### config.mk
export PLATFORM = sky130hd
export DESIGN_NAME = lru_slot_allocator
export DESIGN_NICKNAME = d
export VERILOG_FILES = /design/src/rtl/lru_pkg.sv /design/src/rtl/lru_ts_ram.sv /design/src/rtl/lru_slot_allocator.sv
export SDC_FILE = /design/constraint.sdc
export NUM_CORES = 2
export LEC_CHECK = 0
export ABC_AREA = 1
export BUFFER_PORTS_ARGS = -buffer_cell sky130_fd_sc_hd__buf_2
export CAP_MARGIN = 20
export CORE_ASPECT_RATIO = 0.75
export CORE_MARGIN = 5
export CORE_UTILIZATION = 30
export DETAILED_ROUTE_END_ITERATION = 10
export GPL_ROUTABILITY_DRIVEN = 0
export MAX_ROUTING_LAYER = met4
export SLEW_MARGIN = 10
export SYNTH_ARGS = -nofsm -noshare
export SYNTH_HDL_FRONTEND = slang
export SYNTH_SLANG_ARGS = --single-unit
### constraint.sdc
create_clock -name i_clk -period 12.5 [get_ports i_clk]
set_input_delay 1.25 -clock i_clk [delete_from_list [all_inputs] [get_ports i_clk]]
set_output_delay 1.25 -clock i_clk [all_outputs]
set_load 0.02 [all_outputs]
### src/rtl/lru_pkg.sv
// Shared types and constants for the LRU slot allocator.
// No dependencies; imported by lru_slot_allocator.
`default_nettype none

package lru_pkg;

    localparam int SLOTS  = 64;
    localparam int IDX_W  = $clog2(SLOTS);
    localparam int SLOT_W = 6;
    localparam int TS_W   = 32;
    localparam int CNT_W  = 7;

    typedef enum logic [1:0] {
        KIND_ALLOC = 2'd0,
        KIND_TOUCH = 2'd1,
        KIND_FREE  = 2'd2,
        KIND_NOP   = 2'd3
    } t_kind;

    typedef struct packed {
        t_kind               kind;
        logic [SLOT_W-1:0]   slot;
        logic [TS_W-1:0]     timestamp;
    } t_req;

    typedef struct packed {
        logic [SLOT_W-1:0]   granted_slot;
        logic                evicted;
        logic [CNT_W-1:0]    free_count;
        logic                error;
    } t_rsp;

endpackage

`default_nettype wire

### src/rtl/lru_ts_ram.sv
// Simple dual-port RAM: one write port, one read port, registered read data.
// Standalone; holds the per-slot last-use timestamps.
`default_nettype none

module lru_ts_ram #(
    parameter int DEPTH = 64,
    parameter int WIDTH = 32
) (
    input  logic                     i_clk,
    input  logic                     i_we,
    input  logic [$clog2(DEPTH)-1:0] i_waddr,
    input  logic [WIDTH-1:0]         i_wdata,
    input  logic [$clog2(DEPTH)-1:0] i_raddr,
    output logic [WIDTH-1:0]         o_rdata
);

    logic [WIDTH-1:0] r_mem [DEPTH];
    logic [WIDTH-1:0] r_rdata;

    always_ff @(posedge i_clk) begin
        if (i_we) begin
            r_mem[i_waddr] <= i_wdata;
        end
        r_rdata <= r_mem[i_raddr];
    end

    assign o_rdata = r_rdata;

endmodule

`default_nettype wire

### src/rtl/lru_slot_allocator.sv
// LRU slot allocator top level: request sequencer, in-use flags and free count.
// Depends on lru_pkg and lru_ts_ram (last-use timestamp memory).
//
// A request transaction is taken on a rising edge with start high and busy
// low; busy then stays high until the answer has been produced. Every request
// yields exactly one response, shown on o_rsp for a single cycle with o_valid
// high; there is no back-pressure, so the receiver must capture it on that
// edge. Touch, free and no-op are answered from ST_OP. An alloc with a free
// slot walks the in-use flags one slot per cycle up to the lowest free slot;
// an alloc on a full pool streams the timestamp memory's single read port,
// one entry per cycle, into the running-minimum compare. busy drops on the
// same edge that raises o_valid, so a new request can be taken on the next
// edge. No clearing pass after reset: the in-use flags reset in flops and
// the timestamp memory is only read when every slot has been stamped.
`default_nettype none

module lru_slot_allocator (
    input  logic          i_clk,
    input  logic          i_rst_n,
    input  logic          start,
    input  lru_pkg::t_req i_req,
    output logic          busy,
    output logic          o_valid,
    output lru_pkg::t_rsp o_rsp
);

    import lru_pkg::*;

    typedef enum logic [1:0] {
        ST_IDLE,
        ST_OP,
        ST_FIND,
        ST_SCAN
    } t_state;

    t_state            r_state;
    t_req              r_req;
    t_rsp              r_rsp;
    logic              r_valid;
    logic [SLOTS-1:0]  r_in_use;
    logic [CNT_W-1:0]  r_free;
    logic [IDX_W-1:0]  r_idx;       // walk / read address
    logic [IDX_W-1:0]  r_cmp_idx;   // slot whose timestamp is on rd_data
    logic              r_cmp_v;
    logic [IDX_W-1:0]  r_best;
    logic [TS_W-1:0]   r_best_ts;

    logic [IDX_W-1:0]  use_addr;
    logic              use_bit;
    logic              slot_ok;
    logic [TS_W-1:0]   rd_data;
    logic              cmp_take;
    logic [IDX_W-1:0]  n_best;
    logic [TS_W-1:0]   n_best_ts;
    logic              scan_last;
    logic              mem_we;
    logic [IDX_W-1:0]  mem_waddr;

    // Single read of the in-use flags: walk index while searching, else
    // the requested slot.
    assign use_addr = (r_state == ST_FIND) ? r_idx : r_req.slot[IDX_W-1:0];
    assign use_bit  = r_in_use[use_addr];
    assign slot_ok  = (32'(r_req.slot) < SLOTS);

    // Running minimum: strict less-than keeps the lowest index on ties;
    // slot 0 seeds the minimum.
    assign cmp_take  = (r_cmp_idx == '0) || (rd_data < r_best_ts);
    assign n_best    = cmp_take ? r_cmp_idx : r_best;
    assign n_best_ts = cmp_take ? rd_data : r_best_ts;
    assign scan_last = r_cmp_v && (r_cmp_idx == IDX_W'(SLOTS - 1));

    // Timestamp writes: touch of a used slot, alloc into a free slot,
    // or restamp of the evicted slot at the end of the scan.
    always_comb begin
        mem_we    = 1'b0;
        mem_waddr = r_req.slot[IDX_W-1:0];
        case (r_state)
            ST_OP: begin
                mem_we = (r_req.kind == KIND_TOUCH) && slot_ok && use_bit;
            end
            ST_FIND: begin
                mem_we    = !use_bit;
                mem_waddr = r_idx;
            end
            ST_SCAN: begin
                mem_we    = scan_last;
                mem_waddr = n_best;
            end
            default: begin
                mem_we = 1'b0;
            end
        endcase
    end

    lru_ts_ram #(
        .DEPTH (SLOTS),
        .WIDTH (TS_W)
    ) u_ts_ram (
        .i_clk   (i_clk),
        .i_we    (mem_we),
        .i_waddr (mem_waddr),
        .i_wdata (r_req.timestamp),
        .i_raddr (r_idx),
        .o_rdata (rd_data)
    );

    always_ff @(posedge i_clk) begin
        if (!i_rst_n) begin
            r_state  <= ST_IDLE;
            r_valid  <= 1'b0;
            r_in_use <= '0;
            r_free   <= CNT_W'(SLOTS);
            r_cmp_v  <= 1'b0;
        end else begin
            r_valid <= 1'b0;
            case (r_state)
                ST_IDLE: begin
                    if (start) begin
                        r_req   <= i_req;
                        r_idx   <= '0;
                        r_cmp_v <= 1'b0;
                        if (i_req.kind == KIND_ALLOC) begin
                            r_state <= (r_free != '0) ? ST_FIND : ST_SCAN;
                        end else begin
                            r_state <= ST_OP;
                        end
                    end
                end
                ST_OP: begin
                    r_rsp.granted_slot <= r_req.slot;
                    r_rsp.evicted      <= 1'b0;
                    r_rsp.error        <= 1'b0;
                    r_rsp.free_count   <= r_free;
                    if (r_req.kind == KIND_TOUCH || r_req.kind == KIND_FREE) begin
                        if (!(slot_ok && use_bit)) begin
                            r_rsp.error <= 1'b1;
                        end else if (r_req.kind == KIND_FREE) begin
                            r_in_use[use_addr] <= 1'b0;
                            r_free             <= r_free + CNT_W'(1);
                            r_rsp.free_count   <= r_free + CNT_W'(1);
                        end
                    end
                    r_valid <= 1'b1;
                    r_state <= ST_IDLE;
                end
                ST_FIND: begin
                    if (!use_bit) begin
                        r_in_use[use_addr] <= 1'b1;
                        r_free             <= r_free - CNT_W'(1);
                        r_rsp.granted_slot <= SLOT_W'(r_idx);
                        r_rsp.evicted      <= 1'b0;
                        r_rsp.error        <= 1'b0;
                        r_rsp.free_count   <= r_free - CNT_W'(1);
                        r_valid            <= 1'b1;
                        r_state            <= ST_IDLE;
                    end else begin
                        r_idx <= r_idx + IDX_W'(1);
                    end
                end
                ST_SCAN: begin
                    // read pipeline: address r_idx now, registered data on the next cycle
                    r_idx     <= r_idx + IDX_W'(1);
                    r_cmp_idx <= r_idx;
                    r_cmp_v   <= 1'b1;
                    if (r_cmp_v) begin
                        r_best    <= n_best;
                        r_best_ts <= n_best_ts;
                    end
                    if (scan_last) begin
                        r_rsp.granted_slot <= SLOT_W'(n_best);
                        r_rsp.evicted      <= 1'b1;
                        r_rsp.error        <= 1'b0;
                        r_rsp.free_count   <= r_free;
                        r_valid            <= 1'b1;
                        r_cmp_v            <= 1'b0;
                        r_state            <= ST_IDLE;
                    end
                end
                default: begin
                    r_state <= ST_IDLE;
                end
            endcase
        end
    end

    assign busy    = (r_state != ST_IDLE);
    assign o_valid = r_valid;
    assign o_rsp   = r_rsp;

    // Free count always matches the number of cleared in-use flags.
    a_count_consistent: assert property (@(posedge i_clk) disable iff (!i_rst_n)
        (32'($countones(r_in_use)) + 32'(r_free)) == SLOTS)
        else $error("free count out of step with in-use flags");

    // A response only follows a cycle of work.
    a_rsp_after_busy: assert property (@(posedge i_clk) disable iff (!i_rst_n)
        o_valid |-> $past(busy))
        else $error("response without a request in flight");

    // Eviction only happens on a full pool.
    a_evict_full: assert property (@(posedge i_clk) disable iff (!i_rst_n)
        (o_valid && o_rsp.evicted) |-> (o_rsp.free_count == '0))
        else $error("eviction with free slots left");

    // Eviction and error never occur together.
    a_evict_no_err: assert property (@(posedge i_clk) disable iff (!i_rst_n)
        o_valid |-> !(o_rsp.evicted && o_rsp.error))
        else $error("eviction flagged with error");

endmodule

`default_nettype wire

==> flow_summary.json <==
{
  "run_status": "complete, no violations",
  "critical_path.top_delay_family": "simple AND/OR/NAND/NOR gates",
  "fraction_of_met2_tracks_used_by_global_routing_pct": 23.3,
  "average_wire_length_per_cell_after_detail_routing_um": 25.2,
  "vdd.ir_drop.worst_mv": 0.117,
  "grt_antenna_before_repair": 20,
  "numCtsBuffers": 204,
  "die_h_um": 482,
  "clock_path_buffers": 4,
  "ctsRootBufferMaster": "clkbuf_16",
  "post-synth-top-area-fraction_pct": 72.7,
  "fin_crit_sh_pct": 51.9,
  "timing.critical_path.fanout_max": 43,
  "final.min_clock_period_ps": 6490,
  "fin_util_pct": 34.1,
  "layout.filler_cells": 28500,
  "max_cap_violations": 0,
  "ys_types": 39,
  "io_buffer_count": 59,
  "insertion_delay_ps": 880,
  "pin_count_of_the_biggest_net_entering_global_routing": 201,
  "report.final.hold_viol_count": 0,
  "rsz0062_at_grt": "no",
  "cts.repair.resized": 0,
  "placedCellCount": 10500,
  "initial_drc_count": 9226,
  "share_of_flip_flops_with_an_asynchronous_set_or_reset_after_synthesis_pct": 0,
  "grt-busiest-layer": "met1",
  "hold_buffers": 0,
  "critical_path_required_ps": 12980,
  "setup-tns-final_ps": 0,
  "postSynth.topFlopCell": "edfxtp_1",
  "tritoncts_num_sinks": 2260,
  "final-setup-viol-count": 0,
  "synthesis.instances": 6884,
  "path_type_of_the_worst_setup_path": "register to register",
  "post_synth_main_area_contributors": "edfxtp_1 (73%), o21ai_0 (6.0%), nor2_1 (5.2%)",
  "worst_setup_timing_slack_at_the_placement_stage_ps": 6110,
  "max_freq_ghz": 0.154,
  "fin_worst_skew_ps": 59.8,
  "post-route-worst-setup-slack_ps": 6010,
  "postSynthRegisterBits": 2260,
  "stdcell_count": 10900,
  "fraction_of_final_layout_cells_sized_beyond_drive_strength_1_pct": 8.19,
  "synth_most_common_cell": "edfxtp_1",
  "cp.buffers_inverters": 1,
  "crit_path_end_kind": "register",
  "worst_setup_hold_path_clk_slew_ps": 70,
  "remaining_drc_errors": 0,
  "leakage_nw": 31.2,
  "mappedNetlistArea_mm2": 0.0890,
  "nets": 6874,
  "coreArea_mm2": 0.296,
  "report.final.slew_viol_count": 0,
  "critical_path_arrival_ps": 6970,
  "mappedNetlistNets": 6964,
  "synth.largest_area_cell": "edfxtp_1",
  "synthTopCellsByCount": "edfxtp_1 (2,153), nor2_1 (1,230), o21ai_0 (1,062)",
  "worst_path_most_repeated_cell": "nand2_1",
  "area_of_the_multi_input_gates_mm2": 0.0204,
  "floorplan.rows": 173,
  "floorplan.initialDensity_pct": 30.1,
  "drtPass1Iterations": 7,
  "area_growth_syn_to_layout_pct": 13.4,
  "tightestPinTransition_ps": 1190,
  "crit_path_top_delay_cell": "nor2_4",
  "grt-ovfl-total": 0,
  "wirelength_routed_um": 274000,
  "first_pass_grt_wire_length_um": 392000,
  "die_width_um": 639,
  "first_global_vias": 54000,
  "crit_chain": "nand2_4, nand2_2, nand2_2, inv_1, nand2_1, nand2_1, nand2_1, nand2_1, nand2_1, nand2_1, nand2_1, nand2_1, nor2_2, nand2_2, nand3_1, nand3_2, nand3_2, nor2_4",
  "detailedPlacementHpwl_um": 155000,
  "htreeDepth": 4,
  "critical_path.startpoint_type": "register",
  "top_level_ports": 60,
  "synth_edf_count": 2153,
  "ys.warnings.count": 0,
  "pwr_density_cell_mw_per_mm2": 154,
  "holdCritPathClass": "register to register",
  "slew_headroom_pct": 20.6,
  "drt-vias-per-instance": 5.46,
  "postSynthAreaPerCell_um2": 12.9,
  "critical-path-max-stage-delay_ps": 1230,
  "final-seq-area_mm2": 0.0668,
  "part_of_the_yosys_area_used_for_sequential_elements_pct": 75.1,
  "tritoncts": "done",
  "detail-route-antenna-nets": 0,
  "design.die.area_mm2": 0.308,
  "worst_hold_slack_ps": 432,
  "met1_resource_use_gr_pct": 26.2,
  "gr-usage-met3_pct": 5.63,
  "post-cts-setup-buffers": 0,
  "grt_usage_pct": 17.6,
  "route.vias.total": 59400
}
worst paths after layout:
path                                     from                          endpoint  slack (ps)  cells after the start
setup / recovery      r_state[1]$_SDFFE_PN0P_  u_ts_ram.r_mem[37][12]$_DFFE_PP_        6010                     18
hold / removal    u_ts_ram.o_rdata[0]$_DFF_P_            r_best_ts[0]$_DFFE_PP_         430                      0
setup reg to reg      r_state[1]$_SDFFE_PN0P_  u_ts_ram.r_mem[37][12]$_DFFE_PP_        6010                     18
hold reg to reg   u_ts_ram.o_rdata[0]$_DFF_P_            r_best_ts[0]$_DFFE_PP_         430                      0
registers in the layout (all words and copies together) (netlist names), named ones only:
| register | flops |
|---|---|
| r_req | 40 |
| r_state | 2 |
| r_cmp_v | 1 |
| r_best_ts | 32 |
| r_free | 7 |
| r_idx | 6 |
| o_valid | 1 |
| r_cmp_idx | 6 |
| r_best | 6 |
| u_ts_ram.r_mem | 2048 |
| u_ts_ram.o_rdata | 32 |
| o_rsp | 15 |
kinds of logic after synthesis:
kind of cell	count (synthesis)	share of synthesized area, %
flip-flops	2260	75.1
buffers and inverters	593	2.58
adder cells (fa/ha/maj)	37	0.520
AO/OA/AOI/OAI	1876	12.2
AND/OR/NAND/NOR	2111	9.53
XOR/XNOR	7	0.0689
placed cells by master, fill, tap and decap left out, types with 36 or more instances in the layout:
master,Yosys,routed
clkbuf_16,0,209
clkbuf_1,427,49
nand3_1,246,240
buf_4,7,94
dfxtp_1,107,107
nor2_1,1230,1164
nand4_1,61,61
o221ai_1,203,203
o22ai_1,309,309
buf_2,19,59
a31oi_1,36,36
o211ai_1,54,54
nor2_4,0,66
edfxtp_1,2153,2153
a21oi_1,172,172
nand2_1,542,541
inv_1,98,95
ha_1,37,37
o21ai_0,1062,1062
final cells by class:
type	instances	area share, %
Antenna cell	10	0.0248
Clock buffer	259	5.38
Clock inverter	99	1.06
Inverter	109	0.435
Multi-Input combinational cell	4031	20.3
Sequential cell	2260	66.2
Tap cell	3937	4.88
Timing Repair Buffer	188	1.78
layer usage:
| layer | wire, um | part of all wire [%] |
|---|---|---|
| met1 | 119000 | 43 |
| met3 | 38900 | 14 |
| met2 | 111000 | 41 |
| met4 | 5480 | 2.0 |
| met5 | 0 | 0 |
metrics by stage:
stage               instance area [um2]  total power [mW]
finish                           101000              15.5
global route                     101000              15.9
CTS                              100000              15.5
detailed placement                94000              9.32
global placement                  93700              9.31
floorplan                         89000              8.93
where the power goes:
group	total, mW	internal [mW]	switching, mW
combinational	0.874	0.181	0.693
clock	6.30	3.52	2.79
sequential	8.31	8.29	0.0202
total	15.5	12.0	3.50
No activity file was read; power rests on OpenSTA's default activity.
